`src/rtl/fir_pkg.sv`:
```
package fir_pkg;

	localparam int MAX_TAP_COUNT = 64;

	localparam int REQ_W    = 2;
	localparam int SAMPLE_W = 16;
	localparam int IDX_W    = 6;
	localparam int COEF_W   = 32;
	localparam int TAP_W    = 7;

	// request codes
	localparam logic [REQ_W-1:0] REQ_SAMPLE = 2'd0;
	localparam logic [REQ_W-1:0] REQ_COEF   = 2'd1;
	localparam logic [REQ_W-1:0] REQ_CLEAR  = 2'd2;

	localparam logic [TAP_W-1:0] TAP_COUNT_RST = 7'd64;

	// Q1.31 * Q1.15 -> Q2.46, result keeps 15 fraction bits
	localparam int PROD_W     = SAMPLE_W + COEF_W;
	localparam int FRAC_SHIFT = 31;

	typedef struct packed {
		logic clr;     // zero the accumulator
		logic mul_en;  // product in stage 1 is a live term
	} mac_ctl_t;

endpackage

```
`src/rtl/fir_req_if.sv`:
```
interface fir_req_if;
	logic                                valid;
	logic                                ready;
	logic [fir_pkg::REQ_W-1:0]           req_type;
	logic signed [fir_pkg::SAMPLE_W-1:0] sample_in;
	logic [fir_pkg::IDX_W-1:0]           coef_index;
	logic signed [fir_pkg::COEF_W-1:0]   coef_value;
	logic                                block_end;

	modport source (output valid, req_type, sample_in, coef_index, coef_value, block_end,
		input ready);
	modport sink (input valid, req_type, sample_in, coef_index, coef_value, block_end,
		output ready);
endinterface

```
`src/rtl/fir_rsp_if.sv`:
```
interface fir_rsp_if;
	logic                                valid;
	logic                                ready;
	logic signed [fir_pkg::SAMPLE_W-1:0] sample_out;
	logic                                block_end_out;

	modport source (output valid, sample_out, block_end_out, input ready);
	modport sink (input valid, sample_out, block_end_out, output ready);
endinterface

```
`src/rtl/fir_filter_loadable_coefs.sv`:
```
// Channel  Dir  Payload                                                Transfer
// req_ch   in   req_type, sample_in, coef_index, coef_value, block_end valid & ready
// rsp_ch   out  sample_out, block_end_out                              valid & ready
// cfg      in   cfg_wdata (tap_count)                                  cfg_we
//
// A sample keeps ready low while the sequencer makes one pass per tap on the shared
// multiplier, n = active taps capped at MaxTaps (one pass when zero), drains the product
// and accumulator registers and loads the output register. Ready returns high as the
// result becomes valid. Coefficient and clear requests do not drop ready.
// Reset clears tap_count to 64 and all valid bits; no clearing sweep is needed.
// A waiting result does not block requests; a second finished result holds the sequencer.
module fir_filter_loadable_coefs #(
	parameter int MaxTaps = fir_pkg::MAX_TAP_COUNT
) (
	input  logic                       clk,
	input  logic                       arst_n,
	input  logic                       cfg_we,
	input  logic [fir_pkg::TAP_W-1:0]  cfg_wdata,
	fir_req_if.sink                    req_ch,
	fir_rsp_if.source                  rsp_ch
);

	localparam int AddrW = $clog2(MaxTaps);
	localparam int CntW  = $clog2(MaxTaps + 1);
	localparam int CmpW  = (CntW > fir_pkg::TAP_W) ? CntW : fir_pkg::TAP_W;

	typedef enum logic [3:0] {
		S_IDLE  = 4'b0001,
		S_RUN   = 4'b0010,
		S_DRAIN = 4'b0100,
		S_FIN   = 4'b1000
	} state_t;

	state_t                     state_q;
	logic [fir_pkg::TAP_W-1:0]  tap_count_q;
	logic [CntW-1:0]            n_act;
	logic [AddrW-1:0]           m_q;      // tap being issued, counts down
	logic [AddrW-1:0]           rd_addr;
	logic                       use_q;
	logic                       drain_q;
	logic signed [15:0]         sample_q;
	logic                       blk_q;

	// storage: entries without a valid bit read as zero
	logic signed [15:0]         dly_mem [MaxTaps];
	logic signed [31:0]         coef_mem [MaxTaps];
	logic [MaxTaps-1:0]         dly_vld_q;
	logic [MaxTaps-1:0]         coef_vld_q;

	// stage 1: read data back from memories
	logic                       vld_s1;
	logic                       m0_s1;
	logic                       use_s1;
	logic [AddrW-1:0]           waddr_s1;
	logic signed [15:0]         dly_rd_s1;
	logic                       dly_rv_s1;
	logic signed [31:0]         coef_rd_s1;
	logic                       coef_rv_s1;

	logic signed [15:0]         dly_old;
	logic signed [15:0]         dly_wdata;
	logic signed [31:0]         coef_mul;

	logic                       req_acc;
	logic                       is_sample;
	logic                       coef_wr;
	logic                       clr;
	logic                       rsp_load;

	fir_pkg::mac_ctl_t          mac_ctl;
	logic signed [15:0]         mac_res;

	logic                       rsp_valid_q;
	logic signed [15:0]         rsp_data_q;
	logic                       rsp_blk_q;

	// ---------------- request decode ----------------
	assign req_ch.ready = (state_q == S_IDLE);
	assign req_acc      = req_ch.valid && req_ch.ready;
	assign is_sample    = req_acc && (req_ch.req_type == fir_pkg::REQ_SAMPLE);
	assign clr          = req_acc && (req_ch.req_type == fir_pkg::REQ_CLEAR);
	assign coef_wr      = req_acc && (req_ch.req_type == fir_pkg::REQ_COEF)
		&& (CmpW'(req_ch.coef_index) < CmpW'(MaxTaps));

	// tap count saturates at the delay line depth
	always_comb begin
		if (CmpW'(tap_count_q) > CmpW'(MaxTaps)) begin
			n_act = CntW'(MaxTaps);
		end else begin
			n_act = CntW'(tap_count_q);
		end
	end

	always_ff @(posedge clk or negedge arst_n) begin
		if (!arst_n) begin
			tap_count_q <= fir_pkg::TAP_COUNT_RST;
		end else if (cfg_we) begin
			tap_count_q <= cfg_wdata;
		end
	end

	// ---------------- sequencer ----------------
	// Taps are visited from n-1 down to 0. Tap m reads old slot m-1 and writes
	// it to slot m in stage 1, so the shift and the MAC share one pass. Tap 0
	// uses the new sample. With zero taps, one pass still writes slot 0 but
	// its product is masked.
	always_ff @(posedge clk or negedge arst_n) begin
		if (!arst_n) begin
			state_q <= S_IDLE;
			m_q     <= '0;
			use_q   <= 1'b0;
			drain_q <= 1'b0;
		end else begin
			unique case (state_q)
				S_IDLE: begin
					if (is_sample) begin
						state_q <= S_RUN;
						use_q   <= (n_act != '0);
						if (n_act == '0) begin
							m_q <= '0;
						end else begin
							m_q <= AddrW'(n_act - 1'b1);
						end
					end
				end
				S_RUN: begin
					if (m_q == '0) begin
						state_q <= S_DRAIN;
						drain_q <= 1'b0;
					end else begin
						m_q <= m_q - 1'b1;
					end
				end
				S_DRAIN: begin
					// product register, then accumulator
					if (drain_q) begin
						state_q <= S_FIN;
					end else begin
						drain_q <= 1'b1;
					end
				end
				S_FIN: begin
					if (rsp_load) begin
						state_q <= S_IDLE;
					end
				end
				default: state_q <= S_IDLE;
			endcase
		end
	end

	always_ff @(posedge clk) begin
		if (is_sample) begin
			sample_q <= req_ch.sample_in;
			blk_q    <= req_ch.block_end;
		end
	end

	// ---------------- memories ----------------
	assign rd_addr = m_q - 1'b1;

	always_ff @(posedge clk) begin
		dly_rd_s1  <= dly_mem[rd_addr];
		dly_rv_s1  <= dly_vld_q[rd_addr];
		coef_rd_s1 <= coef_mem[m_q];
		coef_rv_s1 <= coef_vld_q[m_q];
		waddr_s1   <= m_q;
	end

	always_ff @(posedge clk or negedge arst_n) begin
		if (!arst_n) begin
			vld_s1 <= 1'b0;
			m0_s1  <= 1'b0;
			use_s1 <= 1'b0;
		end else begin
			vld_s1 <= (state_q == S_RUN);
			m0_s1  <= (m_q == '0);
			use_s1 <= use_q;
		end
	end

	assign dly_old   = dly_rv_s1 ? dly_rd_s1 : '0;
	assign dly_wdata = m0_s1 ? sample_q : dly_old;
	assign coef_mul  = coef_rv_s1 ? coef_rd_s1 : '0;

	always_ff @(posedge clk) begin
		if (vld_s1) begin
			dly_mem[waddr_s1] <= dly_wdata;
		end
	end

	always_ff @(posedge clk) begin
		if (coef_wr) begin
			coef_mem[AddrW'(req_ch.coef_index)] <= req_ch.coef_value;
		end
	end

	// clear drops every valid bit at once; it is only taken while idle
	always_ff @(posedge clk or negedge arst_n) begin
		if (!arst_n) begin
			dly_vld_q  <= '0;
			coef_vld_q <= '0;
		end else if (clr) begin
			dly_vld_q  <= '0;
			coef_vld_q <= '0;
		end else begin
			if (vld_s1) begin
				dly_vld_q[waddr_s1] <= 1'b1;
			end
			if (coef_wr) begin
				coef_vld_q[AddrW'(req_ch.coef_index)] <= 1'b1;
			end
		end
	end

	// ---------------- shared multiply-accumulate ----------------
	assign mac_ctl.clr    = is_sample;
	assign mac_ctl.mul_en = vld_s1 && use_s1;

	fir_mac #(
		.MaxTaps (MaxTaps)
	) u_mac (
		.clk    (clk),
		.arst_n (arst_n),
		.ctl    (mac_ctl),
		.coef   (coef_mul),
		.dly    (dly_wdata),
		.result (mac_res)
	);

	// ---------------- output register ----------------
	assign rsp_load = (state_q == S_FIN) && (!rsp_valid_q || rsp_ch.ready);

	always_ff @(posedge clk or negedge arst_n) begin
		if (!arst_n) begin
			rsp_valid_q <= 1'b0;
		end else if (rsp_load) begin
			rsp_valid_q <= 1'b1;
		end else if (rsp_ch.ready) begin
			rsp_valid_q <= 1'b0;
		end
	end

	always_ff @(posedge clk) begin
		if (rsp_load) begin
			rsp_data_q <= mac_res;
			rsp_blk_q  <= blk_q;
		end
	end

	assign rsp_ch.valid         = rsp_valid_q;
	assign rsp_ch.sample_out    = rsp_data_q;
	assign rsp_ch.block_end_out = rsp_blk_q;

	// ---------------- assertions ----------------
	a_rsp_from_fin: assert property (@(posedge clk) disable iff (!arst_n)
		$rose(rsp_valid_q) |-> $past(state_q == S_FIN))
		else $error("result raised outside finish state");

	a_idle_no_write: assert property (@(posedge clk) disable iff (!arst_n)
		(state_q == S_IDLE) && !$past(state_q == S_RUN) |-> !vld_s1)
		else $error("delay write pending while idle");

	a_sample_starts: assert property (@(posedge clk) disable iff (!arst_n)
		is_sample |=> (state_q == S_RUN))
		else $error("accepted sample did not start the pass");

	a_fin_holds: assert property (@(posedge clk) disable iff (!arst_n)
		(state_q == S_FIN) && rsp_valid_q && !rsp_ch.ready |=> (state_q == S_FIN))
		else $error("finished result overran a waiting result");

endmodule

```
`src/rtl/fir_mac.sv`:
```
module fir_mac #(
	parameter int MaxTaps = fir_pkg::MAX_TAP_COUNT
) (
	input  logic                                clk,
	input  logic                                arst_n,
	input  fir_pkg::mac_ctl_t                   ctl,
	input  logic signed [fir_pkg::COEF_W-1:0]   coef,
	input  logic signed [fir_pkg::SAMPLE_W-1:0] dly,
	output logic signed [fir_pkg::SAMPLE_W-1:0] result
);

	localparam int AccW = fir_pkg::PROD_W + $clog2(MaxTaps) + 1;
	localparam int ResW = AccW - fir_pkg::FRAC_SHIFT;

	logic signed [fir_pkg::PROD_W-1:0] prod_s2;
	logic                              mul_vld_s2;
	logic signed [AccW-1:0]            acc_q;
	logic signed [ResW-1:0]            floor_res;
	logic [ResW-fir_pkg::SAMPLE_W:0]   hi_bits;

	always_ff @(posedge clk) begin
		prod_s2 <= coef * dly;
	end

	always_ff @(posedge clk or negedge arst_n) begin
		if (!arst_n) begin
			mul_vld_s2 <= 1'b0;
		end else begin
			mul_vld_s2 <= ctl.mul_en;
		end
	end

	always_ff @(posedge clk) begin
		if (ctl.clr) begin
			acc_q <= '0;
		end else if (mul_vld_s2) begin
			acc_q <= acc_q + AccW'(prod_s2);
		end
	end

	// arithmetic right shift = floor toward minus infinity
	assign floor_res = acc_q[AccW-1:fir_pkg::FRAC_SHIFT];
	assign hi_bits   = floor_res[ResW-1:fir_pkg::SAMPLE_W-1];

	always_comb begin
		if (&hi_bits || ~|hi_bits) begin
			result = floor_res[fir_pkg::SAMPLE_W-1:0];
		end else if (floor_res[ResW-1]) begin
			result = 16'sh8000;
		end else begin
			result = 16'sh7FFF;
		end
	end

endmodule
```
`src/flat_wrapper.sv`:
```
// flat-port wrapper written by rule: the top's interface ports become plain ports
module fir_filter_loadable_coefs_flat 
#(
	parameter int MaxTaps = fir_pkg::MAX_TAP_COUNT
)
  (clk, arst_n, cfg_we, cfg_wdata, req_ch_valid, req_ch_req_type, req_ch_sample_in, req_ch_coef_index, req_ch_coef_value, req_ch_block_end, req_ch_ready, rsp_ch_valid, rsp_ch_sample_out, rsp_ch_block_end_out, rsp_ch_ready);
  fir_req_if req_ch_i ();
  fir_rsp_if rsp_ch_i ();
  input  logic clk;
  input  logic arst_n;
  input  logic cfg_we;
  input  logic [fir_pkg::TAP_W-1:0] cfg_wdata;
  input wire logic [$bits(req_ch_i.valid)-1:0] req_ch_valid;
  input wire logic [$bits(req_ch_i.req_type)-1:0] req_ch_req_type;
  input wire logic [$bits(req_ch_i.sample_in)-1:0] req_ch_sample_in;
  input wire logic [$bits(req_ch_i.coef_index)-1:0] req_ch_coef_index;
  input wire logic [$bits(req_ch_i.coef_value)-1:0] req_ch_coef_value;
  input wire logic [$bits(req_ch_i.block_end)-1:0] req_ch_block_end;
  output wire logic [$bits(req_ch_i.ready)-1:0] req_ch_ready;
  output wire logic [$bits(rsp_ch_i.valid)-1:0] rsp_ch_valid;
  output wire logic [$bits(rsp_ch_i.sample_out)-1:0] rsp_ch_sample_out;
  output wire logic [$bits(rsp_ch_i.block_end_out)-1:0] rsp_ch_block_end_out;
  input wire logic [$bits(rsp_ch_i.ready)-1:0] rsp_ch_ready;
  assign req_ch_i.valid = req_ch_valid;
  assign req_ch_i.req_type = req_ch_req_type;
  assign req_ch_i.sample_in = req_ch_sample_in;
  assign req_ch_i.coef_index = req_ch_coef_index;
  assign req_ch_i.coef_value = req_ch_coef_value;
  assign req_ch_i.block_end = req_ch_block_end;
  assign req_ch_ready = req_ch_i.ready;
  assign rsp_ch_valid = rsp_ch_i.valid;
  assign rsp_ch_sample_out = rsp_ch_i.sample_out;
  assign rsp_ch_block_end_out = rsp_ch_i.block_end_out;
  assign rsp_ch_i.ready = rsp_ch_ready;
  fir_filter_loadable_coefs #(.MaxTaps(MaxTaps)) u_core (.clk(clk), .arst_n(arst_n), .cfg_we(cfg_we), .cfg_wdata(cfg_wdata), .req_ch(req_ch_i), .rsp_ch(rsp_ch_i));
endmodule
```
`config.mk`:
```
export PLATFORM = sky130hd
export DESIGN_NAME = fir_filter_loadable_coefs_flat
export DESIGN_NICKNAME = d
export VERILOG_FILES = /design/src/rtl/fir_pkg.sv /design/src/rtl/fir_req_if.sv /design/src/rtl/fir_rsp_if.sv /design/src/rtl/fir_filter_loadable_coefs.sv /design/src/rtl/fir_mac.sv /design/src/flat_wrapper.sv
export SDC_FILE = /design/constraint.sdc
export NUM_CORES = 2
export LEC_CHECK = 0
export BUFFER_PORTS_ARGS = -buffer_cell sky130_fd_sc_hd__buf_2
export CORE_MARGIN = 2
export CORE_UTILIZATION = 40
export DETAILED_ROUTE_END_ITERATION = 7
export GPL_TIMING_DRIVEN = 0
export SYNTH_ARGS = -nofsm -noshare
export SYNTH_HDL_FRONTEND = slang
export SYNTH_SLANG_ARGS = --single-unit
```
`constraint.sdc`:
```
create_clock -name clk -period 9.82 [get_ports clk]
set_clock_uncertainty 0.15 [all_clocks]
set_input_delay 0.982 -clock clk [delete_from_list [all_inputs] [get_ports clk]]
set_output_delay 0.982 -clock clk [all_outputs]
set_load 0.03 [all_outputs]
```
### After elaboration in Yosys (flattened, before gate mapping)

Memories as Yosys holds them, arrays and structs flattened. A register that Yosys moved wholly into a read port is not among the register bits.
Cells that the tools add are included.

* register bits: 297
* latch bits: 0
* memory bits (writable): 3072
* ROM bits: 0
* output and inout port bits: 19
* logic and storage cells: 109
* memories: 2

Memory list
* u_core.coef_mem: words 64, width 32, read ports 1, clocked after memory_dff 1, write ports 1, line fir_filter_loadable_coefs.sv:46 `logic signed [31:0] coef_mem [MaxTaps];`
* u_core.dly_mem: words 64, width 16, read ports 1, clocked after memory_dff 1, write ports 1, line fir_filter_loadable_coefs.sv:45 `logic signed [15:0] dly_mem [MaxTaps];`

* add/subtract/negate cells: 3
* multiply operators: 1
* div/mod/pow operators: 0
* magnitude comparators: 7
* equal/unequal tests: 11
* shift operators: 0
* mux-type cells: 35
* bitwise operators: 2
* reductions and logical operators: 27

Operator list (count)
* 64-bit 2-to-1 mux: 4
* 64-bit OR: 2
* 16-bit 2-to-1 mux: 4
* 55-bit by 48-bit adder with 55-bit output: 1
* 32-bit by 16-bit multiplier with 48-bit output: 1
* 32-bit 2-to-1 mux: 1
* 6-bit by 7-bit < comparator with 1-bit output, second input constant: 4
* 6-bit 2-to-1 mux: 3
* 4-bit 2-to-1 mux: 4
* 4-bit one-hot mux with 4 select lines: 1
* 1-bit binary-select mux with 6-bit select: 2
* 1-bit demux with 6-bit select: 2
* 6-bit by 1-bit greater-or-equal comparator with 1-bit output, second input constant: 2
* 6-bit one-hot mux with 2 select lines: 1
* 6-bit by 1-bit subtractor with 6-bit output, second input constant: 2
* 1-bit 2-to-1 mux: 11
* 2-bit nonzero test: 5
* 9-bit AND reduction: 1
* 9-bit OR reduction: 1
* 1-bit logical AND: 8
* 7-bit > comparator, second input constant: 1
* 7-bit logical NOT: 1
* 7-bit 2-to-1 mux: 1
* 7-bit nonzero test: 1
* 16 further kinds: 22

### Longest topological paths before layout

* word-level depth: 7
* mapped depth: 30

### Modules after synthesis

A second synthesis with hierarchy kept.

* cells, all modules: 8257
* area total of the unflattened synthesis: 150516.9 um^2

By module, submodules not included
* fir_filter_loadable_coefs: times used 1, cells an instance 5541, area each 126715.3 um^2, seq. area each 98171.7 um^2
* fir_mac: times used 1, cells an instance 2716, area each 23801.6 um^2, seq. area each 2087.0 um^2

### Worst setup path before layout

Ideal clock, no wire load.

* path type: register to register
* start point: register u_core.m0_s1
* end point: register u_core.u_mac.prod_s2[44] (netlist name)
* library setup time: 0.124 ns
* data arrival time: 8.231 ns
* data required time: 9.546 ns
* slack: 1.315 ns
* stages on the path, launching flop included: 29
* cells stage by stage: dfrtp_1 clkbuf_1 nor2b_1 clkbuf_1 a22oi_1 inv_1 clkbuf_1 buf_1 nand2_1 fa_1 inv_1 fa_1 fa_1 fa_1 fa_1 inv_1 fa_1 inv_1 ha_1 a21o_1 a21oi_1 o21bai_1 a2111oi_2 nor3b_1 a211o_1 o21ai_1 o31ai_1 a21oi_1 xnor2_1

* longest elaborated chain between the ends: 2

Ends and longest elaborated chain
* from (decl): line fir_filter_loadable_coefs.sv:52 `logic m0_s1;`
* from (signal assigned): line fir_filter_loadable_coefs.sv:177 `m0_s1 <= (m_q == '0);`
* 16-bit 2-to-1 mux: line fir_filter_loadable_coefs.sv:183 `assign dly_wdata = m0_s1 ? sample_q : dly_old;`
* via u_core.dly_wdata[10]: line fir_filter_loadable_coefs.sv:61 `logic signed [15:0] dly_wdata;`
* 32-bit by 16-bit multiplier with 48-bit output: line fir_mac.sv:22 `prod_s2 <= coef * dly;`
* to (signal assigned): line fir_mac.sv:22
* to (decl): line fir_mac.sv:15 `logic signed [fir_pkg::PROD_W-1:0] prod_s2;`

The timed path passes the listed nets, and every way through them passes these cells.
A chain may end at the register's enable or synchronous reset.

### Final worst setup path

* start point: register u_core.m0_s1
* end point: register u_core.u_mac.prod_s2[47] (netlist name)

Same word-level chain as after synthesis.

==> reports/summary.txt <==
Peak VDD IR: 174 µV
Final wirelength: 415000 µm
Sw Ratio: 0.284
Setup TNS Final: 0 ns
First-pass DRT Iterations: 6
Slew HR: -0.0580
Final ANT Viol Nets: 0
CP arrival: 10.09 ns
Psw: 10.5 mW
Final Hold Fails: 0
Dominant cell type by area after synthesis: edfxtp_1
Final Non-Filler Cells: 13900
Syn nets: 8736
Clock sink total: 3417
Clk slew on worst S/H paths: 0.06 ns
Die area: 379000 µm²
Synth top area share: 0.624
Reg2Reg Launch Point: u_core.m0_s1
FMAX: 0.106 GHz
HP Start: req_ch_block_end
Synth top area cells: edfxtp_1 62%, mux4_2 15%, fa_1 6.5%
Mapped cell area: 150000 µm²
Total GRT Usage: 0.218
CP Class: flip-flop to flip-flop
Final setup margin: 0.372 ns
Sequential Power Share: 0.438
# Post-CTS Setup Buffers: 0
Min-delay worst type: input port to flip-flop
Hold Path Cell Cnt: 1
Post-synth top cells: 3106 x edfxtp_1, 1017 x mux4_2, 601 x inv_1
Vias in the first global route: 80600
Internal power: 26.4 mW
Syn. warnings: 0
CTS buffer count: 356
Nets: 9339
EDFF count, synth: 3106
Post-Place Cell Area: 160000 µm²
Port Buffer Count: 83
Vias: 77800
Global-route wire length before repair: 591000 µm
Pwr dens: 215 nW/µm²
Drt drc: 0
Hold slack: 0.0960 ns
Worst setup SP type: flip-flop
CTS tree: yes
Root Driver: clkbuf_16
Failing checks: max-capacitance violations, max-slew violations
Global route overflow: 0
Worst-margin pin slew: 1.59 ns
Initial drt markers: 8632
Dpl ws: 0.0456 ns
Crit path time final: 9.45 ns
Leakage Power: 58.4 nW
Worst Path Max Fanout: 38
Main flop type after synthesis: edfxtp_1
Tcrit/Tclk final: 0.962
FF-to-FF path depth: 26
Row count: 224
Mean area per synthesized cell: 18.7 µm²
CTS Buffer Depth: 4
Fin area: 171000 µm²
Status: complete, but fails checks
Clock share of power: 0.353
Logic pwr share: 0.209
Asr flop ratio synth: 0.0445
Die W: 615 µm
DP HPWL: 290000 µm
Slew Limit Fails: 11
RSZ-0062 raised after global routing: false
H-tree levels: 5
Final total power: 36.8 mW
MaxCap Viol Count: 1
Placed Instances: 13200
Synthesized flop and latch total: 3417
Avg WL per Cell: 29.9 µm
Die height: 615 µm
Core box area: 372000 µm²
Vias/cell: 5.60
Placer Congestion: 1.03
Layout cell share with drive strength beyond 1: 0.235
Count leader, synth: edfxtp_1
Largest net degree at the start of global routing: 104
Latest clock arrival within the worst-skew pair: 0.96 ns
Syn Inst Count: 8009
Required time of the critical path: 10.46 ns
Area delta synth->final: 14.4%
Initial antenna violation count: 45
Initial Util: 0.402
Boundary Pins: 88
Setup crit start: u_core.m0_s1
Register area share after synthesis: 0.671
Utilization after layout: 0.460
Fill count: 31600
CP endpoint kind: flip-flop
Final setup fails: 0
Cell variety after synth: 88
-- repair_timing --
action	4_1_cts	5_1_grt
pin swaps	0	0
hold endpoints to repair	49	0
gates resized for setup	1	16
endpoints found under the setup margin	2	15
hold buffers	1	0
-- per-layer routing --
layer / wire [µm] / up-vias / global-route usage
met3: 29200 / 721 / 0.0400
met1: 165000 / 42000 / 0.288
li1: - / 32200 / -
met4: 17900 / 10 / 0.0834
met2: 204000 / 2940 / 0.361
met5: 71 / - / 0
-- layout make-up --
type	count	area [µm²]	area share
flip-flops and latches	3417	100000	0.586
multi-input cells	3593	46100	0.269
clock buffers	474	9680	0.0566
well taps	4972	6220	0.0364
repair buffers	245	3340	0.0195
inverters	608	2290	0.0134
plain buffers	391	1660	0.00972
clock inverters	182	1530	0.00893
diodes	17	42.5	0.000249
-- layout by cell type, fill, tap and decap left out, drive strengths merged, types with 6 or more instances in the layout --
cell      synthesis  final
nor2b            25     25
dfrtp           150    150
nand2           449    449
xor2             27     27
o211ai            9      9
buf             143    383
mux4           1017   1017
dfxtp           159    159
nand4            18     18
nand2b           14     14
o21ai           127    127
nor3             28     28
o21bai           16     16
or3              17     17
a22oi            15     15
ha              171    171
and3              9      9
clkinvlp          0      8
o31ai             7      7
inv             604    617
a21oi           127    127
o21a            138    138
nand3            33     33
nand3b            8      8
clkbuf          248    726
mux2             40     40
and2             39     39
mux2i            69     69
a31oi            23     23
nor2            481    481
edfxtp         3106   3106
xnor2            73     73
diode             0     17
clkinv            4    151
nor3b             6      6
bufinv            0     14
nor4              7      7
a211oi           12     12
fa              487    487
a21o             35     35
-- critical path: stages (launching register included) --
cell and delay, ns:
dfrtp_1 0.32, clkbuf_1 0.37, nor2b_2 0.17, clkbuf_1 0.27
a22oi_1 0.60, clkinv_2 0.92, nand2_1 0.31, fa_1 0.47
fa_1 0.50, inv_1 0.06, fa_1 0.50, inv_1 0.06
fa_1 0.56, fa_1 0.44, fa_1 0.54, inv_1 0.06
ha_1 0.35, a21oi_1 0.26, a21oi_1 0.12, a211oi_1 0.64
o2111ai_1 0.26, o21ai_1 0.26, a21bo_2 0.20, a31oi_2 0.16
a221oi_1 0.45, a31o_1 0.22, xnor2_1 0.08
-- state kept, by name, indices dropped and copies added, names as in the netlist, 32 cells and up --
register and flops:
u_core.coef_mem 2048, u_core.coef_rd_s1 32, u_core.coef_vld_q 64, u_core.dly_mem 1024, u_core.dly_vld_q 64, u_core.u_mac.acc_q 55, u_core.u_mac.prod_s2 48
-- path summary, 6_finish.rpt --
path	endpoint	slack, ns
worst max-delay path	u_core.u_mac.prod_s2[47]	0.37
worst min-delay path	u_core.blk_q	0.1
worst max register to register	u_core.u_mac.prod_s2[47]	0.37
worst min register to register	u_core.use_s1	0.23
max in group asynchronous	u_core.coef_vld_q[46]	7.96
min in group asynchronous	u_core.dly_vld_q[34]	0.44
-- logic make-up after synthesis --
group | after synthesis | synth area share
DFF | 3417 | 0.671
and+or+nand+nor | 1153 | 0.0327
muxes | 1126 | 0.161
buffers and inverters | 999 | 0.0261
adders and majority gates | 658 | 0.0795
AOI/OAI and AO/OA | 556 | 0.0244
xor gates and xnor gates | 100 | 0.00586
-- power by group through the flow --
stage	Combinational, mW	Clock (mW)	Sequential, mW
after detailed placement	7.68	0	16.4
after CTS	7.71	13.2	16.1
after global routing	7.91	13.8	16.1
after floorplan	4.39	0	16.3
final	7.71	13.0	16.1
after global placement	7.59	0	16.4
No activity file was read; power rests on OpenSTA's default activity.
